<file path="src/hdl/udec_pkg.sv">
// shared types, codes and helpers of the utf-8 line decoder
`default_nettype none

package udec_pkg;

  // kind of one result
  typedef enum logic [1:0] {
    KIND_CHAR     = 2'd0,
    KIND_LINE_END = 2'd1,
    KIND_ERROR    = 2'd2
  } kind_e;

  // line end kinds
  typedef enum logic [3:0] {
    NL_CR     = 4'd0,
    NL_LF     = 4'd1,
    NL_CRLF   = 4'd2,
    NL_VT     = 4'd3,
    NL_FF     = 4'd4,
    NL_NEL    = 4'd5,
    NL_LS     = 4'd6,
    NL_PS     = 4'd7,
    NL_LENGTH = 4'd8,
    NL_EOS    = 4'd9
  } nl_e;

  // decode error codes
  typedef enum logic [1:0] {
    ERR_STRAY     = 2'd0,
    ERR_TRUNCATED = 2'd1,
    ERR_TOO_LONG  = 2'd2
  } err_e;

  localparam int unsigned CpW = 31;

  // line break codepoints
  localparam logic [CpW-1:0] CP_CR  = 31'h0D;
  localparam logic [CpW-1:0] CP_LF  = 31'h0A;
  localparam logic [CpW-1:0] CP_VT  = 31'h0B;
  localparam logic [CpW-1:0] CP_FF  = 31'h0C;
  localparam logic [CpW-1:0] CP_NEL = 31'h85;
  localparam logic [CpW-1:0] CP_LS  = 31'h2028;
  localparam logic [CpW-1:0] CP_PS  = 31'h2029;

  localparam logic [7:0] BYTE_LF        = 8'h0A;
  localparam logic [1:0] CONT_TAG       = 2'b10;
  localparam logic [15:0] MAX_LEN_RESET = 16'hFFFF;

  // one result as it leaves the block
  typedef struct packed {
    kind_e          kind;
    logic [CpW-1:0] cp;
    nl_e            nl;
    err_e           ec;
    logic [3:0]     cnt;
  } result_t;

  // all results caused by one byte, packed from entry 0
  typedef struct packed {
    result_t [2:0] ent;
    logic [1:0]    n;
  } group_t;

  // count of leading ones of a byte
  function automatic logic [3:0] lead_ones(input logic [7:0] b);
    logic [3:0] r;
    priority casez (b)
      8'b0???????: r = 4'd0;
      8'b10??????: r = 4'd1;
      8'b110?????: r = 4'd2;
      8'b1110????: r = 4'd3;
      8'b11110???: r = 4'd4;
      8'b111110??: r = 4'd5;
      8'b1111110?: r = 4'd6;
      8'b11111110: r = 4'd7;
      default:     r = 4'd8;
    endcase
    return r;
  endfunction

  function automatic result_t make_char(input logic [CpW-1:0] cp);
    result_t r;
    r      = '0;
    r.kind = KIND_CHAR;
    r.cp   = cp;
    return r;
  endfunction

  function automatic result_t make_line_end(input nl_e nl);
    result_t r;
    r      = '0;
    r.kind = KIND_LINE_END;
    r.nl   = nl;
    return r;
  endfunction

  function automatic result_t make_error(input err_e ec, input logic [3:0] cnt);
    result_t r;
    r      = '0;
    r.kind = KIND_ERROR;
    r.ec   = ec;
    r.cnt  = cnt;
    return r;
  endfunction

endpackage

`default_nettype wire

</file>
<file path="src/hdl/utf8_line_decoder.sv">
// top level of the utf-8 decoder with line-end classification
// usage:
//   input channel (in_valid_i / in_ready_o) takes one byte of the stream and
//   its end_of_stream flag per request. output channel (out_valid_o /
//   out_ready_i) gives decoded characters, line ends and decode errors, one
//   result per request, last_of_run_o marking the last result of a byte.
//   a byte gives zero to three results.
//   configuration channel (cfg_valid_i / cfg_ready_o / cfg_data_i) writes
//   the line length limit; it is always ready, and the user must write it
//   only while the block is idle; the block itself does not enforce this.
// flow: a byte accepted into the input register is decoded and loaded into
//   the result buffer once that buffer is free; its first result is then on the output.
// throughput: one byte per cycle while out_ready_i is high and each byte
//   yields at most one result; a byte with more results holds the result
//   buffer until the single output port has handed out each of them.
// reset: decode state, line count and both buffers clear; the length limit
//   returns to 65535.
// stall: while out_ready_i is low the result stays put, the decoded group
//   waits in the result buffer and one more byte waits in the input
//   register, after which in_ready_o drops.
`default_nettype none

module utf8_line_decoder #(
  parameter int unsigned MAX_EXTRA_BYTES = 5
) (
  input  wire logic        clk_i,
  input  wire logic        rst_ni,
  input  wire logic        in_valid_i,
  output logic             in_ready_o,
  input  wire logic [7:0]  data_byte_i,
  input  wire logic        end_of_stream_i,
  output logic             out_valid_o,
  input  wire logic        out_ready_i,
  output logic [1:0]       result_kind_o,
  output logic [30:0]      codepoint_o,
  output logic [3:0]       newline_kind_o,
  output logic [1:0]       error_code_o,
  output logic [3:0]       error_byte_count_o,
  output logic             last_of_run_o,
  input  wire logic        cfg_valid_i,
  output logic             cfg_ready_o,
  input  wire logic [15:0] cfg_data_i
);

  logic              in_v_q;
  logic [7:0]        byte_q;
  logic              eos_q;
  logic [15:0]       max_len_q;
  logic              free;
  logic              fire;
  udec_pkg::group_t  grp;
  udec_pkg::result_t res;

  assign fire        = in_v_q && free;
  assign in_ready_o  = !in_v_q || fire;
  assign cfg_ready_o = 1'b1;

  // input register
  always_ff @(posedge clk_i or negedge rst_ni) begin
    if (!rst_ni) begin
      in_v_q <= 1'b0;
    end else if (in_ready_o) begin
      in_v_q <= in_valid_i;
    end
  end

  always_ff @(posedge clk_i) begin
    if (in_valid_i && in_ready_o) begin
      byte_q <= data_byte_i;
      eos_q  <= end_of_stream_i;
    end
  end

  // line length limit
  always_ff @(posedge clk_i or negedge rst_ni) begin
    if (!rst_ni) begin
      max_len_q <= udec_pkg::MAX_LEN_RESET;
    end else if (cfg_valid_i && cfg_ready_o) begin
      max_len_q <= cfg_data_i;
    end
  end

  udec_step #(
    .MAX_EXTRA_BYTES(MAX_EXTRA_BYTES)
  ) u_step (
    .clk_i     (clk_i),
    .rst_ni    (rst_ni),
    .fire_i    (fire),
    .byte_i    (byte_q),
    .eos_i     (eos_q),
    .max_len_i (max_len_q),
    .grp_o     (grp)
  );

  udec_rbuf u_rbuf (
    .clk_i       (clk_i),
    .rst_ni      (rst_ni),
    .load_i      (fire),
    .grp_i       (grp),
    .free_o      (free),
    .out_valid_o (out_valid_o),
    .out_ready_i (out_ready_i),
    .res_o       (res),
    .last_o      (last_of_run_o)
  );

  // result fields
  assign result_kind_o      = res.kind;
  assign codepoint_o        = res.cp;
  assign newline_kind_o     = res.nl;
  assign error_code_o       = res.ec;
  assign error_byte_count_o = res.cnt;

endmodule

`default_nettype wire

</file>
<file path="src/hdl/udec_step.sv">
// decode state and the single-pass next-state and result logic for one byte
`default_nettype none

module udec_step #(
  parameter int unsigned MAX_EXTRA_BYTES = 5
) (
  input  wire logic            clk_i,
  input  wire logic            rst_ni,
  input  wire logic            fire_i,
  input  wire logic [7:0]      byte_i,
  input  wire logic            eos_i,
  input  wire logic [15:0]     max_len_i,
  output udec_pkg::group_t     grp_o
);

  // widest partial codepoint: lead bits plus the decodable extra bytes
  localparam int unsigned PcW = 6 + 5 * MAX_EXTRA_BYTES;
  localparam logic [3:0] MaxX = 4'(MAX_EXTRA_BYTES);

  logic [PcW-1:0] pc_q, pc_d;
  logic [2:0]     br_q, br_d;
  logic [3:0]     bt_q, bt_d;
  logic           stl_q, stl_d;
  logic           crp_q, crp_d;
  logic [15:0]    ll_q, ll_d;

  udec_pkg::result_t  p_r, m1_r, m2_r;
  logic               p_v, m1_v, m2_v;
  logic               main_en, is_cont, use_start, fc_go;
  logic [3:0]         ones;
  logic [2:0]         extra;
  logic [PcW-1:0]     pc_acc;
  logic [3:0]         bt1;
  logic [2:0]         br1;
  logic [15:0]        ll_base, ll1;
  logic [udec_pkg::CpW-1:0] fc_cp;

  // next state and results of the byte in the input register
  always_comb begin
    pc_d    = pc_q;
    br_d    = br_q;
    bt_d    = bt_q;
    stl_d   = stl_q;
    crp_d   = crp_q;
    p_v     = 1'b0;
    m1_v    = 1'b0;
    m2_v    = 1'b0;
    p_r     = '0;
    m1_r    = '0;
    m2_r    = '0;
    main_en = 1'b1;
    fc_go   = 1'b0;
    fc_cp   = '0;
    ll_base = ll_q;
    ll1     = '0;
    is_cont   = (byte_i[7:6] == udec_pkg::CONT_TAG);
    use_start = (bt_q == 4'd0) || !is_cont;
    ones      = udec_pkg::lead_ones(byte_i);
    extra     = 3'(ones - 4'd1);
    bt1       = bt_q + 4'd1;
    br1       = br_q - 3'd1;
    if (bt_q <= MaxX) begin
      pc_acc = PcW'({pc_q, byte_i[5:0]});
    end else begin
      pc_acc = pc_q;
    end

    // a held cr is settled first
    if (crp_q) begin
      crp_d   = 1'b0;
      ll_base = '0;
      p_v     = 1'b1;
      if (byte_i == udec_pkg::BYTE_LF && bt_q == 4'd0) begin
        p_r     = udec_pkg::make_line_end(udec_pkg::NL_CRLF);
        main_en = 1'b0;
      end else begin
        p_r = udec_pkg::make_line_end(udec_pkg::NL_CR);
      end
    end

    if (main_en) begin
      // non-continuation byte inside a sequence closes it as truncated
      if (bt_q != 4'd0 && !is_cont) begin
        p_v = 1'b1;
        p_r = udec_pkg::make_error(
                (stl_q && bt_q > MaxX) ? udec_pkg::ERR_TOO_LONG : udec_pkg::ERR_TRUNCATED,
                bt_q);
        pc_d    = '0;
        br_d    = '0;
        bt_d    = '0;
        stl_d   = 1'b0;
        ll_base = '0;
      end

      if (use_start) begin
        // lead byte or single byte
        if (ones == 4'd0) begin
          fc_go = 1'b1;
          fc_cp = udec_pkg::CpW'(byte_i);
        end else if (ones == 4'd1) begin
          m1_v    = 1'b1;
          m1_r    = udec_pkg::make_error(udec_pkg::ERR_STRAY, 4'd1);
          ll_base = '0;
        end else if (eos_i) begin
          m1_v    = 1'b1;
          m1_r    = udec_pkg::make_error(udec_pkg::ERR_TRUNCATED, 4'd1);
          ll_base = '0;
        end else begin
          pc_d  = PcW'(byte_i & (8'hFF >> ones));
          br_d  = extra;
          bt_d  = 4'd1;
          stl_d = ({1'b0, extra} > MaxX);
        end
      end else begin
        // continuation byte
        if (br1 == 3'd0) begin
          pc_d  = '0;
          br_d  = '0;
          bt_d  = '0;
          stl_d = 1'b0;
          if (stl_q) begin
            m1_v    = 1'b1;
            m1_r    = udec_pkg::make_error(udec_pkg::ERR_TOO_LONG, bt1);
            ll_base = '0;
          end else begin
            fc_go = 1'b1;
            fc_cp = udec_pkg::CpW'(pc_acc);
          end
        end else if (eos_i) begin
          m1_v = 1'b1;
          m1_r = udec_pkg::make_error(
                   (stl_q && bt1 > MaxX) ? udec_pkg::ERR_TOO_LONG
                                         : udec_pkg::ERR_TRUNCATED,
                   bt1);
          pc_d    = '0;
          br_d    = '0;
          bt_d    = '0;
          stl_d   = 1'b0;
          ll_base = '0;
        end else begin
          pc_d = pc_acc;
          bt_d = bt1;
          br_d = br1;
        end
      end
    end

    ll_d = ll_base;
    // finished codepoint: line break, or character with length and end-of-stream check
    if (fc_go) begin
      unique case (fc_cp)
        udec_pkg::CP_CR: begin
          if (eos_i) begin
            m1_v = 1'b1;
            m1_r = udec_pkg::make_line_end(udec_pkg::NL_CR);
            ll_d = '0;
          end else begin
            crp_d = 1'b1;
          end
        end
        udec_pkg::CP_LF: begin
          m1_v = 1'b1;
          m1_r = udec_pkg::make_line_end(udec_pkg::NL_LF);
          ll_d = '0;
        end
        udec_pkg::CP_VT: begin
          m1_v = 1'b1;
          m1_r = udec_pkg::make_line_end(udec_pkg::NL_VT);
          ll_d = '0;
        end
        udec_pkg::CP_FF: begin
          m1_v = 1'b1;
          m1_r = udec_pkg::make_line_end(udec_pkg::NL_FF);
          ll_d = '0;
        end
        udec_pkg::CP_NEL: begin
          m1_v = 1'b1;
          m1_r = udec_pkg::make_line_end(udec_pkg::NL_NEL);
          ll_d = '0;
        end
        udec_pkg::CP_LS: begin
          m1_v = 1'b1;
          m1_r = udec_pkg::make_line_end(udec_pkg::NL_LS);
          ll_d = '0;
        end
        udec_pkg::CP_PS: begin
          m1_v = 1'b1;
          m1_r = udec_pkg::make_line_end(udec_pkg::NL_PS);
          ll_d = '0;
        end
        default: begin
          m1_v = 1'b1;
          m1_r = udec_pkg::make_char(fc_cp);
          ll1  = ll_base + 16'd1;
          if (ll1 >= max_len_i) begin
            m2_v = 1'b1;
            m2_r = udec_pkg::make_line_end(udec_pkg::NL_LENGTH);
            ll_d = '0;
          end else if (eos_i) begin
            m2_v = 1'b1;
            m2_r = udec_pkg::make_line_end(udec_pkg::NL_EOS);
            ll_d = '0;
          end else begin
            ll_d = ll1;
          end
        end
      endcase
    end
  end

  // pack the results from entry 0
  always_comb begin
    grp_o.n = 2'(p_v) + 2'(m1_v) + 2'(m2_v);
    if (p_v) begin
      grp_o.ent[0] = p_r;
      grp_o.ent[1] = m1_r;
      grp_o.ent[2] = m2_r;
    end else begin
      grp_o.ent[0] = m1_r;
      grp_o.ent[1] = m2_r;
      grp_o.ent[2] = '0;
    end
  end

  // decode state
  always_ff @(posedge clk_i or negedge rst_ni) begin
    if (!rst_ni) begin
      pc_q  <= '0;
      br_q  <= '0;
      bt_q  <= '0;
      stl_q <= 1'b0;
      crp_q <= 1'b0;
      ll_q  <= '0;
    end else if (fire_i) begin
      pc_q  <= pc_d;
      br_q  <= br_d;
      bt_q  <= bt_d;
      stl_q <= stl_d;
      crp_q <= crp_d;
      ll_q  <= ll_d;
    end
  end

  // a held cr only follows a finished sequence
  a_crp_closed: assert property (@(posedge clk_i) disable iff (!rst_ni)
    crp_q |-> (bt_q == 4'd0))
    else $error("cr held inside an open sequence");

  // with no open sequence the sequence state is clear
  a_idle_clear: assert property (@(posedge clk_i) disable iff (!rst_ni)
    (bt_q == 4'd0) |-> (br_q == 3'd0 && !stl_q && pc_q == '0))
    else $error("sequence state left over after close");

  // an open sequence always expects more bytes
  a_open_expects: assert property (@(posedge clk_i) disable iff (!rst_ni)
    (bt_q != 4'd0) |-> (br_q != 3'd0))
    else $error("open sequence expects no bytes");

endmodule

`default_nettype wire

</file>
<file path="src/hdl/udec_rbuf.sv">
// result buffer: holds the results of one byte, handed out one a cycle while out_ready_i is high
`default_nettype none

module udec_rbuf (
  input  wire logic              clk_i,
  input  wire logic              rst_ni,
  input  wire logic              load_i,
  input  wire udec_pkg::group_t  grp_i,
  output logic                   free_o,
  output logic                   out_valid_o,
  input  wire logic              out_ready_i,
  output udec_pkg::result_t      res_o,
  output logic                   last_o
);

  udec_pkg::result_t ent_q [0:2];
  logic [1:0]        cnt_q;
  logic [1:0]        rd_q;

  // buffer empties this cycle or is empty already
  assign free_o      = (rd_q == cnt_q) || ((rd_q + 2'd1 == cnt_q) && out_ready_i);
  assign out_valid_o = (rd_q != cnt_q);
  assign last_o      = (rd_q + 2'd1 == cnt_q);

  // entry under the read index
  always_comb begin
    unique case (rd_q)
      2'd0:    res_o = ent_q[0];
      2'd1:    res_o = ent_q[1];
      default: res_o = ent_q[2];
    endcase
  end

  // payload of the group
  always_ff @(posedge clk_i) begin
    if (load_i) begin
      ent_q[0] <= grp_i.ent[0];
      ent_q[1] <= grp_i.ent[1];
      ent_q[2] <= grp_i.ent[2];
    end
  end

  // fill count and read index
  always_ff @(posedge clk_i or negedge rst_ni) begin
    if (!rst_ni) begin
      cnt_q <= '0;
      rd_q  <= '0;
    end else if (load_i) begin
      cnt_q <= grp_i.n;
      rd_q  <= '0;
    end else if (out_valid_o && out_ready_i) begin
      rd_q <= rd_q + 2'd1;
    end
  end

  a_rd_bound: assert property (@(posedge clk_i) disable iff (!rst_ni)
    rd_q <= cnt_q)
    else $error("read index past fill count");

  // a new group never overwrites a result not yet taken
  a_no_overrun: assert property (@(posedge clk_i) disable iff (!rst_ni)
    load_i |-> (!out_valid_o || (last_o && out_ready_i)))
    else $error("result group overwritten");

  a_last_kind: assert property (@(posedge clk_i) disable iff (!rst_ni)
    (out_valid_o && !last_o) |-> (res_o.kind != udec_pkg::KIND_ERROR ||
                                  rd_q == 2'd0))
    else $error("error result not first of its group");

endmodule

`default_nettype wire

</file>
<file path="config.mk">
export PLATFORM = sky130hd
export DESIGN_NAME = utf8_line_decoder
export DESIGN_NICKNAME = d
export VERILOG_FILES = /design/src/hdl/udec_pkg.sv /design/src/hdl/utf8_line_decoder.sv /design/src/hdl/udec_step.sv /design/src/hdl/udec_rbuf.sv
export SDC_FILE = /design/constraint.sdc
export NUM_CORES = 1
export LEC_CHECK = 0
export BUFFER_PORTS_ARGS = -buffer_cell sky130_fd_sc_hd__buf_2
export CAP_MARGIN = 15
export CORE_MARGIN = 4
export CORE_UTILIZATION = 30
export CTS_CLUSTER_DIAMETER = 100
export DETAILED_ROUTE_END_ITERATION = 8
export GPL_TIMING_DRIVEN = 0
export SETUP_SLACK_MARGIN = 0.05
export SLEW_MARGIN = 5
export SYNTH_ARGS = -nofsm -noshare
export SYNTH_HDL_FRONTEND = slang
export SYNTH_SLANG_ARGS = --single-unit
</file>
<file path="constraint.sdc">
create_clock -name clk_i -period 7.1 [get_ports clk_i]
set_input_delay 1.42 -clock clk_i [delete_from_list [all_inputs] [get_ports clk_i]]
set_output_delay 1.42 -clock clk_i [all_outputs]
set_load 0.05 [all_outputs]
</file>
==> run summary, run 1 <==
Global Route Usage Sum = 14.8%
first-pass GRT wire length = 39.4 mm
internal power = 2850 uW
fin crit period = 6.50 ns
initial DRC count = 532
maximum clock insertion buffer count = 2
site row count = 63
synthesized area per cell = 10.7 um^2
CTS buffer count = 17
register area share after synthesis = 52.3%
Hold Path End = u_step.br_q[1]$_DFFE_PN0P_
number of synthesized register bits = 173
sequential cell area = 4830 um^2
async set-reset flop share out of synthesis = 44.5%
Achievable Freq = 154 MHz
CTS tree = yes
die height = 184 um
Final Hold Vio Count = 0
hold_sp = u_step.br_q[1]$_DFFE_PN0P_
Final ANT Viol Nets = 0
drc violations = 0
mean routed wirelength per cell = 18.0 um
Cell Area, Synth = 9240 um^2
xor and xnor area share after synthesis = 1.61%
Area Growth Syn to Fin = 16.5%
Worst slew margin = 29.4%
share of cells above drive strength 1 = 18.2%
final core utilization = 35.8%
Slew @ Worst Pin = 1.05 ns
number of global-route vias before repair = 7024
Pre-Repair DR Iteration Count = 5
Min Hold Slack = 0.492 ns
P_sw = 2710 uW
post-synthesis adder-cell area fraction = 4.41%
Logic pwr share = 51.6%
initial antenna violation count = 0
FF-to-FF path depth = 25
clk_skew = 0.0125 ns
Clock Sinks = 173
leakage power = 0.00439 uW
via count = 7127
crit-path max FO = 10
Seq pwr share = 31.3%
gpl congestion = 0.898
largest net degree at the start of global routing = 54
Die ar. = 33700 um^2
Synth Area in Compound Gates = 18.5%
CP max stage cell = nor3_2
CP startpoint kind = register
Post-synth top flop = edfxtp_1
Post-synth EDFFs = 96
clock group share of total power = 17.1%
Slowest Stage Delay on Critical Path = 0.51 ns
fin crit share = 91.5%
placed cell count = 1328
PortBufs = 75
DR vias/cell = 5.24
number of fill cells in the layout = 2963
Starting Density = 30.8%
grt ovf = 0
switching part of the total power = 48.7%
detailed placement HPWL = 18.0 mm
FF-to-FF End = u_rbuf.cnt_q[0]$_DFFE_PN0P_
Routed WL = 24.5 mm
critical path type = reg -> reg
power density cells = 516 nW/um^2
pins over their slew limit = 0
maximum vdd drop = 0.286 mV
IO Count = 77
chip width = 184 um
max-cap viol count = 0
setup total negative slack = 0 ns
Reg clk slew, reported paths = 0.08 ns
R2R setup slack = 0.60 ns
Distinct cells, synth = 84
Multi-input gate area = 4020 um^2
run status = completed
worst r2r src = u_step.bt_q[0]$_DFFE_PN0P_
Core Box Area = 30000 um^2
Inserted Diodes = 0
Clock Latency Late Sink = 0.44 ns
nets = 1019
syn nets = 923
final std cells w/o fill = 1360
Root Buffer = clkbuf_16
post-cts hold buffer count = 0
# setup viols final = 0
Post-Synth Simple-Gate Area = 15.7%
RSZ-0062 raised after global routing = false
total power = 5550 uW
CP required = 7.48 ns
largest family of logic cells by synthesized area = compound AO/OA/AOI/OAI gates
mux share of post-synthesis cell area = 3.06%
crit path DAT = 6.88 ns
H-tree depth = 4
cells after synthesis = 861
WHS Path Cells = 2
endpoint type of the worst setup path = register
synth warn = 0
Worst Hold Class = reg -> reg
-- routing by layer --
metal  up-vias  wire [um]  track usage (%)
li1       3364          -                -
met1      3504      11600             21.2
met2       231      11100             22.8
met3        28       1420             2.75
met4         0        412             4.35
met5         -          0                0
-- power groups by stage --
stage | combinational (uW) | clock (uW) | sequential (uW)
final | 2870 | 948 | 1740
after global routing | 3080 | 1010 | 1770
after global placement | 2790 | 0 | 1800
after CTS | 2870 | 961 | 1730
after detailed placement | 2870 | 0 | 1750
after floorplan | 2100 | 0 | 1740
-- metrics by stage --
stage	area, um^2	setup WS [ns]
floorplan	9240	1.84
global placement	10100	0.273
detailed placement	10200	0.248
CTS	10800	0.193
global route	10800	0.214
finish	10800	0.603
-- state kept, by name (all words and copies together) (netlist names) --
signal and flops:
byte_q 8, eos_q 1, in_v_q 1, max_len_q 16, u_rbuf.cnt_q 2, u_rbuf.ent_q 87
u_rbuf.rd_q 2, u_step.br_q 3, u_step.bt_q 4, u_step.crp_q 1, u_step.ll_q 16, u_step.pc_q 31
u_step.stl_q 1
-- cell type report --
cell class / instances / area share, %
Sequential cell: 173 / 44.9
Multi-Input combinational cell: 605 / 37.3
Tap cell: 390 / 4.53
Timing Repair Buffer: 77 / 4.02
Clock buffer: 17 / 3.95
Buffer: 45 / 2.45
Clock inverter: 15 / 1.56
Inverter: 38 / 1.32
-- repair_timing --
action	CTS	global route
gates resized for setup	0	2
setup endpoints to repair	0	13
setup buffers	0	0
-- worst max path at each step --
stage / from / to / slack [ns] / cells after the start
after global placement: u_step.bt_q[0]$_DFFE_PN0P_ / u_rbuf.cnt_q[0]$_DFFE_PN0P_ / 0.27 / 25
after floorplan: u_step.bt_q[0]$_DFFE_PN0P_ / u_rbuf.cnt_q[0]$_DFFE_PN0P_ / 1.84 / 25
after CTS: u_step.bt_q[0]$_DFFE_PN0P_ / u_rbuf.cnt_q[0]$_DFFE_PN0P_ / 0.19 / 25
after global routing: u_step.bt_q[0]$_DFFE_PN0P_ / u_rbuf.cnt_q[0]$_DFFE_PN0P_ / 0.21 / 25
after detailed placement: u_step.bt_q[0]$_DFFE_PN0P_ / u_rbuf.cnt_q[0]$_DFFE_PN0P_ / 0.25 / 25
final: u_step.bt_q[0]$_DFFE_PN0P_ / u_rbuf.cnt_q[0]$_DFFE_PN0P_ / 0.60 / 25
-- cells by family (layout without fill, tap and decap cells) --
kind of cell | count (synthesis) | in the layout
xor gates and xnor gates | 17 | 17
other | 1 | 1
muxes | 28 | 28
DFF | 173 | 173
AOI/OAI and AO/OA | 225 | 225
buffers and inverters | 83 | 192
adders and majority gates | 32 | 32
and+or+nand+nor | 302 | 302
-- cells in the mapped netlist, types with 3 or more instances --
cell type  number  area, um^2
a22o_2          5        50.1
a22o_1         74         648
mux2i_1        26         260
nand3_1        18        90.1
edfxtp_1       96        2880
xor2_1          8        70.1
nand4_1         8        50.1
or3_1           6        37.5
nand2_1        89         334
a22oi_1         9        67.6
a21oi_1        24         120
nor3_1         16        80.1
dfrtp_1        61        1530
o22ai_1         3        18.8
nor2b_1         3        18.8
xnor2_1         9        78.8
dfstp_2        16         420
nor4_1         12        75.1
o31ai_1         4        30.0
clkbuf_1       32         120
nor2_1        104         390
clkbuf_8        4        55.1
a21o_1         12        90.1
or2_2           3        18.8
buf_6           3        33.8
a32o_1          7        70.1
a31oi_1         5        31.3
ha_1           31         388
inv_1          38         143
and2_1         10        62.6
buf_4           3        22.5
o21ai_0        51         255
nor3b_1         3        22.5
nand2b_1        7        43.8
-- cell usage in the layout, fill, tap and decap left out, types with 4 or more instances in the layout --
master,synthesis,routed
buf_4,3,4
edfxtp_1,96,96
clkbuf_8,4,4
nor4_1,12,12
nand2_1,89,89
xor2_1,8,8
inv_6,0,5
buf_2,1,75
a22o_2,5,5
clkbuf_16,0,17
ha_1,31,31
a22oi_1,9,9
nand4_1,8,8
mux2i_1,26,26
xnor2_1,9,9
and2_1,10,10
a22o_1,74,74
a21o_1,12,12
dfstp_2,16,16
a31oi_1,5,5
nand2b_1,7,7
or3_1,6,6
o21ai_0,51,51
o31ai_1,4,4
a32o_1,7,7
nor3_1,16,15
clkbuf_1,32,31
nor2_1,104,104
nand3_1,18,18
a21oi_1,24,23
dfrtp_1,61,61
inv_1,38,38
-- critical path: cells and delay by family, from the launching register on --
family / cells / cell delay (ns)
flip-flops: 1 / 0.44
AND/OR/NAND/NOR: 12 / 3.12
buffers and inverters: 4 / 0.66
AO/OA/AOI/OAI: 5 / 0.96
adder cells (fa/ha/maj): 4 / 1.22
Note: power is estimated with default switching activity, not from simulation.
==> run 2: changes to the inputs <==
--- a/config.mk
+++ b/config.mk
@@ -12,7 +12,7 @@
 export CTS_CLUSTER_DIAMETER = 100
 export DETAILED_ROUTE_END_ITERATION = 8
 export GPL_TIMING_DRIVEN = 0
-export SETUP_SLACK_MARGIN = 0.05
+export RECOVER_POWER = 25
 export SLEW_MARGIN = 5
 export SYNTH_ARGS = -nofsm -noshare
 export SYNTH_HDL_FRONTEND = slang
==> run 2 against run 1 <==
Setup slack worse by 0.19 ns; global-route usage stayed put; first-iteration DRC count is 6.6% higher; critical endpoint unchanged; the run now ends with max-capacitance violations, max-slew violations left; highest routed layer unchanged; routed wire length is 0.33% lower; core utilization is 0.13 points lower; sequential share of layout area is 0.17 points higher; clock-buffer cell count stayed put.
==> run summary, run 2 (synthesized netlist as in run 1, its figures left out) <==
IO Count = 77
DR vias/cell = 5.24
Routed WL = 24.4 mm
Worst Hold Class = reg -> reg
Clock Sinks = 173
maximum vdd drop = 0.285 mV
Reg clk slew, reported paths = 0.08 ns
# setup viols final = 0
maximum clock insertion buffer count = 2
clk_skew = 0.0122 ns
pins over their slew limit = 80
Global Route Usage Sum = 14.8%
via count = 7130
max-cap viol count = 2
CTS buffer count = 17
Die ar. = 33700 um^2
post-cts hold buffer count = 0
Inserted Diodes = 0
grt ovf = 0
CTS tree = yes
Final ANT Viol Nets = 0
Final Hold Vio Count = 0
run status = complete, but fails checks
max reg flops = 87
site row count = 63
critical path type = reg -> reg
initial DRC count = 567
Core Box Area = 30000 um^2
mean routed wirelength per cell = 18.0 um
setup total negative slack = 0 ns
gpl congestion = 0.898
Clock Latency Late Sink = 0.44 ns
critical path's top delay family = simple AND/OR/NAND/NOR gates
nets = 1019
Root Buffer = clkbuf_16
Biggest register = u_rbuf.ent_q
initial antenna violation count = 0
Slew @ Worst Pin = 2.63 ns
power density cells = 517 nW/um^2
Area Growth Syn to Fin = 16.1%
number of fill cells in the layout = 2970
endpoint type of the worst setup path = register
crit-path max FO = 10
share of cells above drive strength 1 = 17.2%
RSZ-0062 raised after global routing = false
Pre-Repair DR Iteration Count = 5
CP startpoint kind = register
CP required = 7.48 ns
Placed Area = 10200 um^2
PortBufs = 75
CTS resizes = 0
fin crit period = 6.68 ns
Regs by FF count = u_rbuf.ent_q: 87 flops, u_step.pc_q: 31 flops
detailed placement HPWL = 18.0 mm
largest net degree at the start of global routing = 54
CP bufs+invs = 4
commonest non-fill, non-tap cell in the layout = nor2_1
leakage power = 0.00435 uW
Post-CTS Setup Inserts = 0
Multi-input gate area = 4010 um^2
failing checks = max-capacitance violations, max-slew violations
Worst slew margin = -75.4%
drc violations = 0
sequential cell area = 4830 um^2
number of global-route vias before repair = 7024
Starting Density = 30.8%
first-pass GRT wire length = 39.4 mm
die height = 184 um
chip width = 184 um
H-tree depth = 4
Achievable Freq = 150 MHz
CP max stage cell = nor3_2
fin crit share = 94.1%
crit path DAT = 7.06 ns
most frequent cells in the layout = nor2_1 (104), edfxtp_1 (96), nand2_1 (89), a22o_1 (74), buf_2 (68)
post-route cell area = 10700 um^2
Slowest Stage Delay on Critical Path = 0.49 ns
-- run 2: worst min-delay path: cells and delay by family (launching register included) --
family / cells / cell delay (ns)
flip-flops: 1 / 0.34
AO/OA/AOI/OAI: 1 / 0.07
AND/OR/NAND/NOR: 1 / 0.04
-- run 2: path summary, 6_finish.rpt --
check	from	end	slack (ns)	cells after the start
min in group asynchronous	rst_ni	u_step.ll_q[14]$_DFFE_PN0P_	1.44	1
worst min register to register	u_step.br_q[1]$_DFFE_PN0P_	u_step.br_q[1]$_DFFE_PN0P_	0.49	2
worst max-delay path	u_step.bt_q[0]$_DFFE_PN0P_	u_rbuf.cnt_q[0]$_DFFE_PN0P_	0.42	25
worst min-delay path	u_step.br_q[1]$_DFFE_PN0P_	u_step.br_q[1]$_DFFE_PN0P_	0.49	2
max in group asynchronous	rst_ni	u_step.pc_q[10]$_DFFE_PN0P_	2.42	2
worst max register to register	u_step.bt_q[0]$_DFFE_PN0P_	u_rbuf.cnt_q[0]$_DFFE_PN0P_	0.42	25
-- run 2: report_power, final --
part	leakage, uW	total (uW)	switching [uW]	internal (uW)
logic	0.00213	2860	2080	780
clock network	0.000294	946	444	502
registers	0.00193	1740	172	1560
total	0.00435	5540	2700	2840
-- run 2: per-stage QoR --
step           total power (uW)  worst slack [ns]  hold slack, ns  util [%]  cells
5_1_grt                    5860           0.00998           0.540      35.7   1360
2_1_floorplan              3840              1.84           0.450         -    861
3_3_place_gp               4580             0.273           0.475      33.6   1326
6_report                   5540             0.418           0.492      35.7   1360
4_1_cts                    5570             0.193           0.497      35.8   1360
3_5_place_dp               4620             0.248           0.481      33.8   1328
-- run 2: per-layer routing --
layer | track usage, % | routed length [um]
met1 | 21.2 | 11500
met2 | 22.8 | 11000
met3 | 2.75 | 1480
met4 | 4.35 | 444
met5 | 0 | 0
-- run 2: layout make-up --
| type | count | area share (%) |
|---|---|---|
| Buffer | 45 | 2.46 |
| Inverter | 38 | 1.33 |
| Timing Repair Buffer | 77 | 3.70 |
| Tap cell | 390 | 4.55 |
| Clock buffer | 17 | 3.97 |
| Clock inverter | 15 | 1.56 |
| Multi-Input combinational cell | 605 | 37.4 |
| Sequential cell | 173 | 45.0 |
